<file path="src/stereo_softclip_auto_gain_top_macros.svh">
// Assertion macros for the stereo soft clip and gain block.
// Each macro expects signals named clk and rst in the scope where it is used.
`ifndef STEREO_SOFTCLIP_AUTO_GAIN_TOP_MACROS_SVH
`define STEREO_SOFTCLIP_AUTO_GAIN_TOP_MACROS_SVH

`ifndef SYNTHESIS
// Same-cycle implication, checked at every rising edge outside reset.
`define SSCAG_ASSERT_IMP(label, ante, cons) \
  label: assert property (@(posedge clk) disable iff (rst) (ante) |-> (cons)) \
    else $error("sscag assertion failed");
// Next-cycle implication, checked at every rising edge outside reset.
`define SSCAG_ASSERT_NXT(label, ante, cons) \
  label: assert property (@(posedge clk) disable iff (rst) (ante) |=> (cons)) \
    else $error("sscag assertion failed");
`else
`define SSCAG_ASSERT_IMP(label, ante, cons)
`define SSCAG_ASSERT_NXT(label, ante, cons)
`endif

`endif

</file>
<file path="src/sscag_pkg.sv">
`timescale 1ns / 1ps

package sscag_pkg;

  // Serial multiplier: multiplicand width, multiplier width, product width.
  localparam int MUL_A_W = 32;
  localparam int MUL_B_W = 26;
  localparam int MUL_P_W = MUL_A_W + MUL_B_W;

  // Serial divider: dividend and divisor widths.
  localparam int DIV_N_W = 52;
  localparam int DIV_D_W = 27;

  // Serial square root: radicand and root widths.
  localparam int SQ_IN_W  = 48;
  localparam int SQ_OUT_W = SQ_IN_W / 2;

  // Request kinds on the input channel.
  localparam logic CMD_SAMPLE = 1'b0;
  localparam logic CMD_FREEZE = 1'b1;

  localparam logic [24:0] ONE_Q24   = 25'd16777216;
  localparam logic [23:0] THREE_Q20 = 24'd3145728;
  localparam logic [25:0] C27_Q20   = 26'd28311552;
  localparam logic [23:0] TINY_Q24  = 24'd17;
  localparam logic [23:0] UNITY_Q22 = 24'd4194304;

  localparam logic [23:0] RST_ATTACK   = 24'd16776284;
  localparam logic [23:0] RST_NORM_REL = 24'd16776867;
  localparam logic [23:0] RST_FAST_REL = 24'd16773721;
  localparam logic [23:0] RST_TARGET   = 24'd8409135;
  localparam logic [23:0] RST_GATE     = 24'd16777;
  localparam logic [23:0] RST_FLOOR    = 24'd419430;
  localparam logic [23:0] RST_CEILING  = 24'd12582912;
  localparam logic [15:0] RST_FREEZE   = 16'd9600;

  typedef enum logic [2:0] {
    REG_ATTACK,
    REG_NORM_REL,
    REG_FAST_REL,
    REG_TARGET,
    REG_GATE,
    REG_FLOOR,
    REG_CEILING,
    REG_FREEZE
  } cfg_reg_t;

  typedef enum logic [3:0] {
    ST_IDLE,
    ST_MAG,
    ST_SQ,
    ST_NUM,
    ST_DIV,
    ST_PWR_L,
    ST_PWR_R,
    ST_AVG_A,
    ST_AVG_B,
    ST_SQRT,
    ST_GATE,
    ST_TGT,
    ST_STEP,
    ST_OUT_L,
    ST_OUT_R,
    ST_DONE
  } seq_state_t;

endpackage

</file>
<file path="src/sscag_mul.sv">
`timescale 1ns / 1ps

// Shift-add multiplier, one multiplier bit per cycle.
module sscag_mul (
  input  logic                             clk,
  input  logic                             rst,
  input  logic                             start,
  input  logic [sscag_pkg::MUL_A_W-1:0]    a,
  input  logic [sscag_pkg::MUL_B_W-1:0]    b,
  output logic                             done,
  output logic [sscag_pkg::MUL_P_W-1:0]    prod
);

  localparam int CNT_W = $clog2(sscag_pkg::MUL_B_W);

  logic [sscag_pkg::MUL_A_W-1:0] areg;
  logic [sscag_pkg::MUL_B_W-1:0] breg;
  logic [CNT_W-1:0]              cnt;
  logic                          busy;
  logic [sscag_pkg::MUL_A_W:0]   sum;

  assign sum = {1'b0, prod[sscag_pkg::MUL_P_W-1:sscag_pkg::MUL_B_W]}
             + (breg[0] ? {1'b0, areg} : '0);

  always_ff @(posedge clk) begin
    if (rst) begin
      busy <= 1'b0;
      done <= 1'b0;
    end else begin
      done <= 1'b0;
      if (start) begin
        busy <= 1'b1;
        cnt  <= '0;
        areg <= a;
        breg <= b;
        prod <= '0;
      end else if (busy) begin
        prod <= {sum, prod[sscag_pkg::MUL_B_W-1:1]};
        breg <= breg >> 1;
        cnt  <= cnt + 1'b1;
        if (cnt == CNT_W'(sscag_pkg::MUL_B_W - 1)) begin
          busy <= 1'b0;
          done <= 1'b1;
        end
      end
    end
  end

endmodule

</file>
<file path="src/sscag_div.sv">
`timescale 1ns / 1ps

// Restoring divider, one quotient bit per cycle.
module sscag_div (
  input  logic                          clk,
  input  logic                          rst,
  input  logic                          start,
  input  logic [sscag_pkg::DIV_N_W-1:0] dividend,
  input  logic [sscag_pkg::DIV_D_W-1:0] divisor,
  output logic                          done,
  output logic [sscag_pkg::DIV_N_W-1:0] quot
);

  localparam int CNT_W = $clog2(sscag_pkg::DIV_N_W);

  logic [sscag_pkg::DIV_D_W-1:0] dreg;
  logic [sscag_pkg::DIV_D_W-1:0] rem;
  logic [sscag_pkg::DIV_D_W:0]   trial;
  logic [sscag_pkg::DIV_D_W:0]   diff;
  logic                          ge;
  logic [CNT_W-1:0]              cnt;
  logic                          busy;

  assign trial = {rem, quot[sscag_pkg::DIV_N_W-1]};
  assign ge    = trial >= {1'b0, dreg};
  assign diff  = trial - {1'b0, dreg};

  always_ff @(posedge clk) begin
    if (rst) begin
      busy <= 1'b0;
      done <= 1'b0;
    end else begin
      done <= 1'b0;
      if (start) begin
        busy <= 1'b1;
        cnt  <= '0;
        dreg <= divisor;
        rem  <= '0;
        quot <= dividend;
      end else if (busy) begin
        rem  <= ge ? diff[sscag_pkg::DIV_D_W-1:0] : trial[sscag_pkg::DIV_D_W-1:0];
        quot <= {quot[sscag_pkg::DIV_N_W-2:0], ge};
        cnt  <= cnt + 1'b1;
        if (cnt == CNT_W'(sscag_pkg::DIV_N_W - 1)) begin
          busy <= 1'b0;
          done <= 1'b1;
        end
      end
    end
  end

endmodule

</file>
<file path="src/sscag_sqrt.sv">
`timescale 1ns / 1ps

// Digit-by-digit integer square root, two radicand bits per cycle.
module sscag_sqrt (
  input  logic                           clk,
  input  logic                           rst,
  input  logic                           start,
  input  logic [sscag_pkg::SQ_IN_W-1:0]  radicand,
  output logic                           done,
  output logic [sscag_pkg::SQ_OUT_W-1:0] root
);

  localparam int REM_W = sscag_pkg::SQ_OUT_W + 2;
  localparam int CNT_W = $clog2(sscag_pkg::SQ_OUT_W);

  logic [sscag_pkg::SQ_IN_W-1:0] src;
  logic [REM_W-1:0]              rem;
  logic [REM_W+1:0]              cur;
  logic [REM_W+1:0]              trial;
  logic [REM_W+1:0]              diff;
  logic                          ge;
  logic [CNT_W-1:0]              cnt;
  logic                          busy;

  assign cur   = {rem, src[sscag_pkg::SQ_IN_W-1 -: 2]};
  assign trial = {2'b00, root, 2'b01};
  assign ge    = cur >= trial;
  assign diff  = cur - trial;

  always_ff @(posedge clk) begin
    if (rst) begin
      busy <= 1'b0;
      done <= 1'b0;
    end else begin
      done <= 1'b0;
      if (start) begin
        busy <= 1'b1;
        cnt  <= '0;
        src  <= radicand;
        rem  <= '0;
        root <= '0;
      end else if (busy) begin
        rem  <= ge ? diff[REM_W-1:0] : cur[REM_W-1:0];
        root <= {root[sscag_pkg::SQ_OUT_W-2:0], ge};
        src  <= src << 2;
        cnt  <= cnt + 1'b1;
        if (cnt == CNT_W'(sscag_pkg::SQ_OUT_W - 1)) begin
          busy <= 1'b0;
          done <= 1'b1;
        end
      end
    end
  end

endmodule

</file>
<file path="src/stereo_softclip_auto_gain_top.sv">
`timescale 1ns / 1ps
// Stereo soft clipper with RMS automatic gain control.
// The input channel carries one request per cycle at most: cmd low is a stereo
// sample pair in Q4.20, cmd high is a freeze event that reloads the fast release
// countdown and produces no result. A request is taken when in_valid is high and
// in_stall is low; the block stalls its input while a sample is being processed.
// Each sample gives exactly one output request of two Q3.21 samples, held on
// left_out and right_out with out_valid until the receiver drops out_stall.
// Samples run one at a time through a shared bit-serial multiplier, a restoring
// divider and a square root unit. out_valid rises after the gain stage, or
// straight after the gate check when the level is below the gate; a channel
// whose input is beyond +-3.0 skips its clip arithmetic. The next sample can
// be taken once the previous result is loaded into the output register, and a
// freeze event does not stall the input. The finished result sits in an output
// register, so the next sample is accepted while it waits; a sample that
// finishes while the previous result is still stalled waits in its last step
// until the register frees.
// Synchronous reset restores the configuration registers to their documented defaults, clears
// the power average and the countdown, and sets the running gain to unity.
// Configuration writes are always accepted and should be issued only while idle.
module stereo_softclip_auto_gain_top (
  input  logic        clk,
  input  logic        rst,
  input  logic        in_valid,
  output logic        in_stall,
  input  logic        cmd,
  input  logic [23:0] left_in,
  input  logic [23:0] right_in,
  output logic        out_valid,
  input  logic        out_stall,
  output logic [23:0] left_out,
  output logic [23:0] right_out,
  input  logic        cfg_valid,
  output logic        cfg_ready,
  input  logic [2:0]  cfg_index,
  input  logic [23:0] cfg_data
);

  // Configuration registers.
  logic [23:0] attack_coeff;
  logic [23:0] normal_release_coeff;
  logic [23:0] fast_release_coeff;
  logic [23:0] target_level;
  logic [23:0] gate_threshold;
  logic [23:0] gain_floor;
  logic [23:0] gain_ceiling;
  logic [15:0] freeze_span;

  // Persistent loop state.
  logic [31:0] power_average;
  logic [23:0] gain_now;
  logic [15:0] freeze_countdown;

  // Sequencer.
  sscag_pkg::seq_state_t state, state_next;
  logic run, run_next;
  logic ch;

  // Per-sample working registers.
  logic [23:0] left_s, right_s;
  logic [23:0] a_mag;
  logic [23:0] a2;
  logic [47:0] num;
  logic [24:0] c_l, c_r;
  logic        neg_l, neg_r;
  logic [48:0] sq_l;
  logic [31:0] pw;
  logic [55:0] avg_t;
  logic [23:0] rms;
  logic [23:0] tgt;
  logic [23:0] res_l, res_r;

  // Shared arithmetic units.
  logic                           mul_start, mul_done;
  logic [sscag_pkg::MUL_A_W-1:0]  mul_a;
  logic [sscag_pkg::MUL_B_W-1:0]  mul_b;
  logic [sscag_pkg::MUL_P_W-1:0]  mul_p;
  logic                           div_start, div_done;
  logic [sscag_pkg::DIV_N_W-1:0]  div_n;
  logic [sscag_pkg::DIV_D_W-1:0]  div_d;
  logic [sscag_pkg::DIV_N_W-1:0]  div_q;
  logic                           sqrt_start, sqrt_done;
  logic [sscag_pkg::SQ_IN_W-1:0]  sqrt_in;
  logic [sscag_pkg::SQ_OUT_W-1:0] sqrt_root;

  logic uses_mul, uses_div, uses_sqrt, fin;

  // Magnitude of the channel being clipped.
  logic [23:0] src_x;
  logic        src_neg;
  logic [23:0] src_mag;
  logic        src_sat;

  // Gain step operands.
  logic        up;
  logic [23:0] g_diff;
  logic [24:0] k_att;
  logic [24:0] k_sel;
  logic [23:0] rel_coeff;
  logic [23:0] rms_div;

  // Wide intermediate sums.
  logic [49:0] pw_sum;
  logic [57:0] avg_sum;
  logic [48:0] step_sum;
  logic [23:0] g_step;

  logic out_load;

  // Take a magnitude that is already rounded and shifted into place, apply the sign and
  // saturate to the signed 24-bit range.
  function automatic logic [23:0] sat_sign(input logic [24:0] r, input logic neg);
    logic [24:0] lim;
    if (neg) begin
      lim = (r > 25'd8388608) ? 25'd8388608 : r;
      sat_sign = 24'(~lim + 25'd1);
    end else begin
      lim = (r > 25'd8388607) ? 25'd8388607 : r;
      sat_sign = lim[23:0];
    end
  endfunction

  // Gated path: clipped value divided by eight, rounded half away from zero.
  function automatic logic [23:0] gated_out(input logic [24:0] c, input logic neg);
    logic [25:0] t;
    t = {1'b0, c} + 26'd4;
    gated_out = sat_sign(25'(t[25:3]), neg);
  endfunction

  // Gain path: (c * gain) >> 25, rounded half away from zero.
  function automatic logic [23:0] gain_out(input logic [48:0] m, input logic neg);
    logic [49:0] t;
    t = {1'b0, m} + (50'd1 << 24);
    gain_out = sat_sign(t[49:25], neg);
  endfunction

  sscag_mul u_mul (
    .clk   (clk),
    .rst   (rst),
    .start (mul_start),
    .a     (mul_a),
    .b     (mul_b),
    .done  (mul_done),
    .prod  (mul_p)
  );

  sscag_div u_div (
    .clk      (clk),
    .rst      (rst),
    .start    (div_start),
    .dividend (div_n),
    .divisor  (div_d),
    .done     (div_done),
    .quot     (div_q)
  );

  sscag_sqrt u_sqrt (
    .clk      (clk),
    .rst      (rst),
    .start    (sqrt_start),
    .radicand (sqrt_in),
    .done     (sqrt_done),
    .root     (sqrt_root)
  );

  assign cfg_ready = 1'b1;
  assign in_stall  = (state != sscag_pkg::ST_IDLE);

  always_comb begin
    src_x   = ch ? right_s : left_s;
    src_neg = src_x[23];
    src_mag = src_neg ? (~src_x + 24'd1) : src_x;
    src_sat = src_mag >= sscag_pkg::THREE_Q20;
  end

  // Gain rises with the attack coefficient; it falls with the fast release
  // while the freeze countdown runs and with the normal release otherwise.
  always_comb begin
    up        = tgt > gain_now;
    g_diff    = up ? (tgt - gain_now) : (gain_now - tgt);
    rel_coeff = (freeze_countdown != 16'd0) ? fast_release_coeff : normal_release_coeff;
    k_att     = sscag_pkg::ONE_Q24 - {1'b0, attack_coeff};
    k_sel     = up ? k_att : (sscag_pkg::ONE_Q24 - {1'b0, rel_coeff});
    rms_div   = (rms > sscag_pkg::TINY_Q24) ? rms : sscag_pkg::TINY_Q24;
    pw_sum    = {1'b0, sq_l} + {1'b0, mul_p[48:0]};
    avg_sum   = {2'b00, avg_t} + mul_p + (58'd1 << 23);
    step_sum  = mul_p[48:0] + (49'd1 << 23);
    g_step    = step_sum[47:24];
  end

  // Operand selection for the shared units.
  always_comb begin
    mul_a   = '0;
    mul_b   = '0;
    div_n   = '0;
    div_d   = '0;
    sqrt_in = {power_average, 16'd0};
    case (state)
      sscag_pkg::ST_SQ: begin
        mul_a = 32'(a_mag);
        mul_b = 26'(a_mag);
      end
      sscag_pkg::ST_NUM: begin
        mul_a = 32'(a_mag);
        mul_b = sscag_pkg::C27_Q20 + 26'(a2);
      end
      sscag_pkg::ST_DIV: begin
        div_n = {num, 4'd0};
        div_d = 27'(sscag_pkg::C27_Q20) + {a2, 3'd0} + 27'(a2);
      end
      sscag_pkg::ST_PWR_L: begin
        mul_a = 32'(c_l);
        mul_b = 26'(c_l);
      end
      sscag_pkg::ST_PWR_R: begin
        mul_a = 32'(c_r);
        mul_b = 26'(c_r);
      end
      sscag_pkg::ST_AVG_A: begin
        mul_a = power_average;
        mul_b = 26'(attack_coeff);
      end
      sscag_pkg::ST_AVG_B: begin
        mul_a = pw;
        mul_b = 26'(k_att);
      end
      sscag_pkg::ST_TGT: begin
        div_n = 52'({target_level, 22'd0});
        div_d = 27'(rms_div);
      end
      sscag_pkg::ST_STEP: begin
        mul_a = 32'(g_diff);
        mul_b = 26'(k_sel);
      end
      sscag_pkg::ST_OUT_L: begin
        mul_a = 32'(c_l);
        mul_b = 26'(gain_now);
      end
      sscag_pkg::ST_OUT_R: begin
        mul_a = 32'(c_r);
        mul_b = 26'(gain_now);
      end
      default: begin
      end
    endcase
  end

  // Next state. A unit step launches its unit on entry and moves on when the
  // unit reports completion.
  always_comb begin
    uses_mul   = state inside {sscag_pkg::ST_SQ, sscag_pkg::ST_NUM, sscag_pkg::ST_PWR_L,
                               sscag_pkg::ST_PWR_R, sscag_pkg::ST_AVG_A, sscag_pkg::ST_AVG_B,
                               sscag_pkg::ST_STEP, sscag_pkg::ST_OUT_L, sscag_pkg::ST_OUT_R};
    uses_div   = state inside {sscag_pkg::ST_DIV, sscag_pkg::ST_TGT};
    uses_sqrt  = (state == sscag_pkg::ST_SQRT);
    fin        = run & ((uses_mul & mul_done) | (uses_div & div_done) |
                        (uses_sqrt & sqrt_done));
    mul_start  = uses_mul & ~run;
    div_start  = uses_div & ~run;
    sqrt_start = uses_sqrt & ~run;
    run_next   = (uses_mul | uses_div | uses_sqrt) & ~fin;
    out_load   = 1'b0;
    state_next = state;
    case (state)
      sscag_pkg::ST_IDLE: begin
        if (in_valid && cmd == sscag_pkg::CMD_SAMPLE) state_next = sscag_pkg::ST_MAG;
      end
      sscag_pkg::ST_MAG: begin
        if (!src_sat) state_next = sscag_pkg::ST_SQ;
        else if (ch) state_next = sscag_pkg::ST_PWR_L;
      end
      sscag_pkg::ST_SQ: begin
        if (fin) state_next = sscag_pkg::ST_NUM;
      end
      sscag_pkg::ST_NUM: begin
        if (fin) state_next = sscag_pkg::ST_DIV;
      end
      sscag_pkg::ST_DIV: begin
        if (fin) state_next = ch ? sscag_pkg::ST_PWR_L : sscag_pkg::ST_MAG;
      end
      sscag_pkg::ST_PWR_L: begin
        if (fin) state_next = sscag_pkg::ST_PWR_R;
      end
      sscag_pkg::ST_PWR_R: begin
        if (fin) state_next = sscag_pkg::ST_AVG_A;
      end
      sscag_pkg::ST_AVG_A: begin
        if (fin) state_next = sscag_pkg::ST_AVG_B;
      end
      sscag_pkg::ST_AVG_B: begin
        if (fin) state_next = sscag_pkg::ST_SQRT;
      end
      sscag_pkg::ST_SQRT: begin
        if (fin) state_next = sscag_pkg::ST_GATE;
      end
      sscag_pkg::ST_GATE: begin
        state_next = (rms < gate_threshold) ? sscag_pkg::ST_DONE : sscag_pkg::ST_TGT;
      end
      sscag_pkg::ST_TGT: begin
        if (fin) state_next = sscag_pkg::ST_STEP;
      end
      sscag_pkg::ST_STEP: begin
        if (fin) state_next = sscag_pkg::ST_OUT_L;
      end
      sscag_pkg::ST_OUT_L: begin
        if (fin) state_next = sscag_pkg::ST_OUT_R;
      end
      sscag_pkg::ST_OUT_R: begin
        if (fin) state_next = sscag_pkg::ST_DONE;
      end
      sscag_pkg::ST_DONE: begin
        if (!out_valid || !out_stall) begin
          out_load   = 1'b1;
          state_next = sscag_pkg::ST_IDLE;
        end
      end
      default: begin
        state_next = sscag_pkg::ST_IDLE;
      end
    endcase
  end

  always_ff @(posedge clk) begin
    if (rst) begin
      state <= sscag_pkg::ST_IDLE;
      run   <= 1'b0;
    end else begin
      state <= state_next;
      run   <= run_next;
    end
  end

  // Configuration writes.
  always_ff @(posedge clk) begin
    if (rst) begin
      attack_coeff         <= sscag_pkg::RST_ATTACK;
      normal_release_coeff <= sscag_pkg::RST_NORM_REL;
      fast_release_coeff   <= sscag_pkg::RST_FAST_REL;
      target_level         <= sscag_pkg::RST_TARGET;
      gate_threshold       <= sscag_pkg::RST_GATE;
      gain_floor           <= sscag_pkg::RST_FLOOR;
      gain_ceiling         <= sscag_pkg::RST_CEILING;
      freeze_span          <= sscag_pkg::RST_FREEZE;
    end else if (cfg_valid && cfg_ready) begin
      case (sscag_pkg::cfg_reg_t'(cfg_index))
        sscag_pkg::REG_ATTACK:   attack_coeff         <= cfg_data;
        sscag_pkg::REG_NORM_REL: normal_release_coeff <= cfg_data;
        sscag_pkg::REG_FAST_REL: fast_release_coeff   <= cfg_data;
        sscag_pkg::REG_TARGET:   target_level         <= cfg_data;
        sscag_pkg::REG_GATE:     gate_threshold       <= cfg_data;
        sscag_pkg::REG_FLOOR:    gain_floor           <= cfg_data;
        sscag_pkg::REG_CEILING:  gain_ceiling         <= cfg_data;
        sscag_pkg::REG_FREEZE:   freeze_span          <= cfg_data[15:0];
        default: begin
        end
      endcase
    end
  end

  // Loop state: power average, running gain and freeze countdown.
  always_ff @(posedge clk) begin
    if (rst) begin
      power_average    <= '0;
      gain_now         <= sscag_pkg::UNITY_Q22;
      freeze_countdown <= '0;
    end else begin
      if (state == sscag_pkg::ST_IDLE && in_valid && cmd == sscag_pkg::CMD_FREEZE) begin
        freeze_countdown <= freeze_span;
      end
      if (state == sscag_pkg::ST_AVG_B && fin) begin
        power_average <= avg_sum[55:24];
      end
      if (state == sscag_pkg::ST_STEP && fin) begin
        gain_now <= up ? (gain_now + g_step) : (gain_now - g_step);
        if (freeze_countdown != 16'd0) freeze_countdown <= freeze_countdown - 16'd1;
      end
    end
  end

  // Working registers of the sample in flight.
  always_ff @(posedge clk) begin
    if (state == sscag_pkg::ST_IDLE && in_valid && cmd == sscag_pkg::CMD_SAMPLE) begin
      left_s  <= left_in;
      right_s <= right_in;
      ch      <= 1'b0;
    end
    case (state)
      sscag_pkg::ST_MAG: begin
        a_mag <= src_mag;
        if (ch) neg_r <= src_neg;
        else neg_l <= src_neg;
        if (src_sat) begin
          // Beyond +-3.0 the clip is a full-scale one.
          if (ch) c_r <= sscag_pkg::ONE_Q24;
          else c_l <= sscag_pkg::ONE_Q24;
          ch <= 1'b1;
        end
      end
      sscag_pkg::ST_SQ: begin
        if (fin) a2 <= mul_p[43:20];
      end
      sscag_pkg::ST_NUM: begin
        if (fin) num <= mul_p[47:0];
      end
      sscag_pkg::ST_DIV: begin
        if (fin) begin
          if (ch) c_r <= div_q[24:0];
          else c_l <= div_q[24:0];
          ch <= 1'b1;
        end
      end
      sscag_pkg::ST_PWR_L: begin
        if (fin) sq_l <= mul_p[48:0];
      end
      sscag_pkg::ST_PWR_R: begin
        if (fin) pw <= pw_sum[49] ? 32'hFFFF_FFFF : pw_sum[48:17];
      end
      sscag_pkg::ST_AVG_A: begin
        if (fin) avg_t <= mul_p[55:0];
      end
      sscag_pkg::ST_SQRT: begin
        if (fin) rms <= sqrt_root;
      end
      sscag_pkg::ST_GATE: begin
        res_l <= gated_out(c_l, neg_l);
        res_r <= gated_out(c_r, neg_r);
      end
      sscag_pkg::ST_TGT: begin
        // A floor above the ceiling wins for targets below the floor.
        if (fin) begin
          if (div_q < 52'(gain_floor)) tgt <= gain_floor;
          else if (div_q > 52'(gain_ceiling)) tgt <= gain_ceiling;
          else tgt <= div_q[23:0];
        end
      end
      sscag_pkg::ST_OUT_L: begin
        if (fin) res_l <= gain_out(mul_p[48:0], neg_l);
      end
      sscag_pkg::ST_OUT_R: begin
        if (fin) res_r <= gain_out(mul_p[48:0], neg_r);
      end
      default: begin
      end
    endcase
  end

  // Output register.
  always_ff @(posedge clk) begin
    if (rst) begin
      out_valid <= 1'b0;
    end else if (out_load) begin
      out_valid <= 1'b1;
    end else if (out_valid && !out_stall) begin
      out_valid <= 1'b0;
    end
  end

  always_ff @(posedge clk) begin
    if (out_load) begin
      left_out  <= res_l;
      right_out <= res_r;
    end
  end

`include "stereo_softclip_auto_gain_top_macros.svh"

  // A result only appears from the final step of a sample.
  `SSCAG_ASSERT_IMP(a_out_from_done, $rose(out_valid), $past(state) == sscag_pkg::ST_DONE)
  // No arithmetic unit is left marked as launched once the sequencer is idle.
  `SSCAG_ASSERT_IMP(a_idle_no_run, state == sscag_pkg::ST_IDLE, !run)
  // An accepted sample starts the clip of the left channel.
  `SSCAG_ASSERT_NXT(a_sample_starts, in_valid && !in_stall && cmd == sscag_pkg::CMD_SAMPLE, state == sscag_pkg::ST_MAG)

endmodule
</file>
<file path="config.mk">
export PLATFORM = sky130hd
export DESIGN_NAME = stereo_softclip_auto_gain_top
export DESIGN_NICKNAME = d
export VERILOG_FILES = /design/src/sscag_pkg.sv /design/src/sscag_mul.sv /design/src/sscag_div.sv /design/src/sscag_sqrt.sv /design/src/stereo_softclip_auto_gain_top.sv
export VERILOG_INCLUDE_DIRS = /design/src /design/src/src
export SDC_FILE = /design/constraint.sdc
export NUM_CORES = 2
export LEC_CHECK = 0
export BUFFER_PORTS_ARGS = -buffer_cell sky130_fd_sc_hd__buf_2
export CORE_ASPECT_RATIO = 1.2
export CORE_MARGIN = 2
export CORE_UTILIZATION = 40
export DETAILED_ROUTE_END_ITERATION = 12
export GPL_ROUTABILITY_DRIVEN = 1
export PLACE_DENSITY = 0.59
export SLEW_MARGIN = 20
export SYNTH_ARGS = -nofsm -noshare
export SYNTH_HDL_FRONTEND = slang
export SYNTH_SLANG_ARGS = --single-unit
</file>
<file path="constraint.sdc">
create_clock -name clk -period 10.15 [get_ports clk]
set_input_delay 0.5075 -clock clk [delete_from_list [all_inputs] [get_ports clk]]
set_output_delay 0.5075 -clock clk [all_outputs]
set_load 0.1 [all_outputs]
</file>
After elaboration in Yosys (flattened, before gate mapping) --
Index checks and enable logic that the tools add are counted.
Cells by class: reduce and logical (&&, ||, !) cells 57, add/subtract/negate cells 27, bitwise logic cells 24, muxes and demuxes 91, $lt $le $gt $ge 10, equal/unequal tests 45
Operators with widths (count):
- 2-to-1 mux 24 bit | 17
- 2-to-1 mux 25 bit | 9
- case mux 26 bit (8 select lines) | 1
- case mux 32 bit (6 select lines) | 1
- 2-to-1 mux 26 bit | 4
- 2-to-1 mux 52 bit | 2
- case mux 52 bit (2 select lines) | 1
- case mux 25 bit (2 select lines) | 2
- adder 24 x 1 -> 24 bit (second input constant) | 4
- 2-to-1 mux 48 bit | 2
- case mux 24 bit (2 select lines) | 2
- subtractor 24 bit | 3
- 2-to-1 mux 4 bit | 16
- case mux 4 bit (16 select lines) | 1
- 2-to-1 mux 58 bit | 1
- adder 56 x 24 -> 56 bit (second input constant) | 1
- adder 56 bit | 1
- 2-to-1 mux 27 bit | 2
- case mux 27 bit (2 select lines) | 1
- adder 25 x 3 -> 26 bit (second input constant) | 2
- > comparator 52 x 24 -> 1 bit | 1
- less-than comparator 52 x 24 -> 1 bit | 1
- adder 49 x 25 -> 50 bit (second input constant) | 1
- adder 49 x 49 -> 50 bit | 1
- other kinds (58) | 177
Storage, ports and cells: output and inout port bits 51, input bits 81, word-level logic and storage cells 306, register bits 1080

Logic depth before layout (Yosys ltp) --
depth after elaboration 8, gate-level depth with buffers 25, mapped depth without buffers 22

Hierarchy --
A second synthesis with hierarchy kept.
Unflattened totals: cell total of the unflattened synthesis 6625, area, all modules 65202.5 um2
By module, submodules not included:
- stereo_softclip_auto_gain_top | sequential area each 19588.8 um2, cells an instance 5022, area an instance 46340.7 um2, times used 1
- sscag_mul | sequential area each 3673.5 um2, cells an instance 564, area an instance 6612.6 um2, times used 1
- sscag_div | sequential area each 3403.3 um2, cells an instance 559, area an instance 6436.2 um2, times used 1
- sscag_sqrt | sequential area each 3133.0 um2, cells an instance 480, area an instance 5813.1 um2, times used 1

Worst setup path before layout --
No wires, ideal clock.
path kind reg2reg, from register state[0], to register u_sqrt.cnt[0], enable pin, clock period less this slack 5.985 ns, arrival 5.452 ns, setup time 0.533 ns, setup slack 4.165 ns, data required time 9.617 ns, buffers on the path 4, stages on the path, launching flop included 9, cells stage by stage dfxtp_1 > buf_2 > clkbuf_1 > nand2b_1 > nor3_1 > clkbuf_1 > clkbuf_1 > nor2_1 > nor2_1
On the way: cells in the longest elaborated chain, start to end 4
RTL lines:
- start: declaration | RTL line stereo_softclip_auto_gain_top.sv:55 | sscag_pkg::seq_state_t state, state_next;
- start signal: assignment | RTL line stereo_softclip_auto_gain_top.sv:325 | state <= sscag_pkg::ST_IDLE;
- start signal: assignment | RTL line stereo_softclip_auto_gain_top.sv:328 | state <= state_next;
- == test 4 bit | RTL line stereo_softclip_auto_gain_top.sv:255 | uses_sqrt = (state == sscag_pkg::ST_SQRT);
- AND 1 bit | RTL line stereo_softclip_auto_gain_top.sv:260 | sqrt_start = uses_sqrt & ~run;
- nonzero test 2 bit (no source line)
- AND reduction 2 bit (no source line)
- end signal: assignment | RTL line sscag_sqrt.sv:46 | cnt <= cnt + 1'b1;
- end: declaration | RTL line sscag_sqrt.sv:22 | logic [CNT_W-1:0] cnt;
Every way passes these cells. A chain may end at the register's enable or synchronous reset.

Worst setup path after layout --
from register gain_now[6], to register gain_now[21]
On the way: cells in the longest elaborated chain, start to end 2, elaborated cells between the ends (all ways) 4, classes of those cells 2 x add/sub; 1 x order compare; 1 x mux
RTL lines:
- start: declaration | RTL line stereo_softclip_auto_gain_top.sv:51 | logic [23:0] gain_now;
- start signal: assignment | RTL line stereo_softclip_auto_gain_top.sv:364 | gain_now <= sscag_pkg::UNITY_Q22;
- start signal: assignment | RTL line stereo_softclip_auto_gain_top.sv:374 | gain_now <= up ? (gain_now + g_step) : (gain_now - g_step);
- subtractor 24 bit, or another cell as far along | RTL line stereo_softclip_auto_gain_top.sv:374
- 2-to-1 mux 24 bit * | RTL line stereo_softclip_auto_gain_top.sv:374
Mark *: on every way between the ends. The rest lies on a longest branch, timed or not.

==> out/summary.log <==
[global_routing] initial antenna violation count 30
[critical_path] Worst setup EP type flip-flop
[clock_tree] number of cells upsized or downsized after cts 0
[die] die area 163000 um^2
[clock_tree] # H-tree levels 3
[sta] crit share post-route 60.6%
[global_routing] total grt overflow 0
[logic_synthesis] dominant combinational cell family by area after synthesis simple AND/OR/NAND/NOR gates
[critical_path] arrival time of the worst setup path 6800 ps
[critical_path] required time of the critical path 10800 ps
[sta] final setup violating endpoints 0
[global_routing] first-pass GRT wire length 349000 um
[logic_synthesis] sequential cell area fraction in the yosys report 45.9%
[logic_synthesis] Adder-Cell Fraction of Synth Area 8.84%
[sta] RSZ-0062 raised after global routing no
[clock_tree] clock net sink count 1066
[sta] Final Hold Vio Count 0
[critical_path] Top Family by Delay on Critical Path compound AO/OA/AOI/OAI gates
[global_routing] vias in the first global route 50364
[pwr] LEAKAGE 26.8 nW
[job] Maximum Capacitance Violations 0
[cells_and_area] final standard cell utilization of the core 45.0%
[detailed_routing] wire length per cell after detailed routing 27.5 um
[logic_synthesis] mux contribution to synthesized area 2.55%
[sta] final worst hold slack 148 ps
[detailed_routing] vias per cell 5.95
[clock_tree] clock latency at the later pin of the worst-skew pair 790 ps
[cells_and_area] commonest cells after routing, fill and taps aside 896 x nand2_1, 797 x edfxtp_1, 447 x a21oi_1
[critical_path] worst path bufs/invs 2
[pwr] switching component of the power 5.08 mW
[logic_synthesis] number of synthesized flops with an enable pin 797
[pwr] portion of total power attributed to combinational logic 28.4%
[pwr] worst supply voltage drop on vdd 0.196 mV
[critical_path] critical path's largest stage delay 570 ps
[die] die outline height 442 um
[critical_path] slowest CP cell buf_4
[sta] Slew Limit Headroom 19.1%
[logic_synthesis] combined area of all synthesized cells 63800 um^2
[pwr] clock network power share 31.3%
[outcome] outcome finished clean
[pwr] PD cells 202 nW/um^2
[global_routing] GRT Resource Usage Total 29.4%
[placement] final weighted congestion in routability-driven placement 1.01
[logic_synthesis] mean area per synthesized cell 9.68 um^2
[logic_synthesis] synthesized instance count 6593
[logic_synthesis] top cell type's share of synthesized area 37.5%
[sta] Final Max Tran Viols 0
[cells_and_area] number of filler instances in the final layout 15012
[critical_path] cell chain of the critical path inv_1, ha_1, a21o_1, a31o_2, o31a_1, a211o_1, nand2_1, buf_4, a31oi_1, xnor2_1, ha_1, a21boi_0, a21boi_0, o41ai_1, o21ai_0, a211oi_1, nor3_1, o21ai_0, nor4_1, a311o_1
[logic_synthesis] complex-gate fraction of the synthesized area 17.0%
[logic_synthesis] Simple-Gate Fraction of Synth Area 17.0%
[pwr] cell internal pwr 9.31 mW
[logic_synthesis] leading register cell type out of synthesis edfxtp_1
[logic_synthesis] Yosys top cell by area edfxtp_1
[sta] Post-Route Skew 29.8 ps
[critical_path] top fanout value on the critical path 37
[detailed_routing] post-detailed-routing wire length 244000 um
[detailed_routing] via count 52770
[logic_synthesis] synth warn 0
[die] die width 369 um
[placement] IO buf count 130
[pwr] sequential power share 40.3%
[detailed_routing] initial detailed-routing violation count 5751
[sta] time the worst path needs with I/O delays and setup 6150 ps
[sta] final setup TNS 0 ps
[clock_tree] root buffer cell clkbuf_16
[clock_tree] clock tree from TritonCTS yes
[logic_synthesis] leading post-synthesis cells by cell area edfxtp_1 38%, ha_1 8.6%, dfxtp_1 8.4%, nand2_1 5.3%, a21oi_1 3.5%
[sta] pin slew with the least headroom to its limit 1180 ps
[min_path] Hold Crit Class input port to flip-flop
[detailed_routing] antenna-violating nets left 0
[logic_synthesis] number of distinct standard cells referenced by the synthesized netlist 96
[logic_synthesis] proportion of register bits with asynchronous set or reset after synthesis 0%
[global_routing] pin count of the biggest net entering global routing 123
[clock_tree] clock buffer count from CTS 115
[die] FP Rows 160
[detailed_routing] number of optimization iterations in the first detailed-route pass 7
[logic_synthesis] xor/xnor share of the synthesized area 4.75%
[clock_tree] number of buffers on the longest clock path 3
[die] starting density of the core 40.3%
[die] number of top-level pins 132
[detailed_routing] total DRC errors in the routed layout 0
[placement] HPWL after DPL 184000 um
[logic_synthesis] Post-Syn Nets 7121
[logic_synthesis] register bit total from synthesis 1066
[placement] number of placed cells counting well taps 8591
[clock_tree] Clk pin slew, worst setup/hold paths 60 ps
[placement] setup slack after placement 4210 ps
[cells_and_area] Synth-to-Final Area Change 11.7%
[cells_and_area] Final #Nets 7179
[cells_and_area] final non-filler cell total 8866
[cells_and_area] leading cell type in the layout, fill and taps excluded nand2_1
[sta] achievable clock frequency 0.163 GHz
[cells_and_area] share of final-layout standard cells stronger than drive strength 1 7.95%
[critical_path] critical path startpoint category flip-flop
[critical_path] worst setup path category flip-flop to flip-flop
[sta] PnR worst setup slack 4000 ps
[pwr] Sw Ratio 35.3%
[die] Core ar. 158000 um^2
-- Yosys cell counts (132+ instances only) --
| cell | n |
|---|---|
| nand2_1 | 896 |
| edfxtp_1 | 797 |
| a21oi_1 | 451 |
| ha_1 | 441 |
| nor2_1 | 423 |
| o21ai_0 | 312 |
| inv_1 | 311 |
| dfxtp_1 | 269 |
| clkbuf_1 | 265 |
| nand3_1 | 231 |
| xnor2_1 | 214 |
| nor3_1 | 148 |
| a21o_1 | 136 |
| mux2i_1 | 133 |
| xor2_1 | 132 |
-- area by class of cell --
cell class | count | area, um^2 | share of cell area, %
Multi-Input combinational cell | 4887 | 32300 | 45.3
Sequential cell | 1066 | 29300 | 41.1
Clock buffer | 145 | 3020 | 4.24
Tap cell | 2106 | 2640 | 3.70
Timing Repair Buffer | 268 | 1840 | 2.58
Inverter | 313 | 1180 | 1.65
Clock inverter | 73 | 951 | 1.33
Antenna cell | 8 | 20.0 | 0.0281
-- worst paths after layout --
| path | slack (ps) | cells past startpoint | start | endpoint |
|---|---|---|---|---|
| setup / recovery | 4000 | 20 | gain_now[6]$_SDFFE_PP0P_ | gain_now[21]$_SDFFE_PP0P_ |
| hold / removal | 150 | 2 | rst | power_average[14]$_SDFFE_PP0P_ |
| hold reg to reg | 410 | 0 | res_l[19]$_DFFE_PP_ | left_out[19]$_DFFE_PP_ |
| setup reg to reg | 4000 | 20 | gain_now[6]$_SDFFE_PP0P_ | gain_now[21]$_SDFFE_PP0P_ |
-- flip-flops by register name, summed over array words and instances (netlist names), 25 cells and up --
name	cells
avg_t	56
c_l	25
c_r	25
num	48
power_average	32
pw	32
sq_l	49
u_div.dreg	27
u_div.quot	52
u_div.rem	27
u_mul.areg	32
u_mul.breg	26
u_mul.prod	58
u_sqrt.rem	26
u_sqrt.src	32
-- worst reg2reg max path: stages, from the launching register on --
cell and delay, ps:
dfxtp_1 500, inv_1 80, ha_1 420, a21o_1 250, a31o_2 240, o31a_1 340, a211o_1 440, nand2_1 290
buf_4 580, a31oi_1 140, xnor2_1 230, ha_1 330, a21boi_0 150, a21boi_0 180, o41ai_1 460, o21ai_0 270
a211oi_1 400, nor3_1 120, o21ai_0 220, nor4_1 80, a311o_1 320
-- cell families after synthesis --
family,Yosys count
flip-flops,1066
AND/OR/NAND/NOR,2294
buffers and inverters,640
XOR/XNOR,346
AO/OA/AOI/OAI,1644
other,1
multiplexers,155
adder cells (fa/ha/maj),447
-- repair_timing --
item                      4_1_cts  5_1_grt
hold buffers                   48        0
setup buffers                   0        0
hold endpoints to repair       48        0
-- power groups by stage --
stage	logic [mW]	registers, mW	clock network, mW
4_1_cts	4.04	5.79	4.58
6_report	4.08	5.80	4.50
3_3_place_gp	3.96	5.87	0
5_1_grt	4.45	5.82	4.72
2_1_floorplan	2.83	5.60	0
3_5_place_dp	4.00	5.88	0
-- per-stage QoR --
step	total power, mW	cell area, um^2
after floorplan	8.43	63800
after global placement	9.84	66700
after detailed placement	9.88	66700
after CTS	14.4	71200
after global routing	15.0	71200
final	14.4	71300
-- layer usage --
layer	vias to the layer above	GRT usage [%]	routed length (um)
li1	24411	-	-
met1	25721	37.7	99900
met2	2100	46.4	109000
met3	524	4.09	16900
met4	14	19.3	17900
met5	-	0	100
Power figures use the tool's default switching activity.
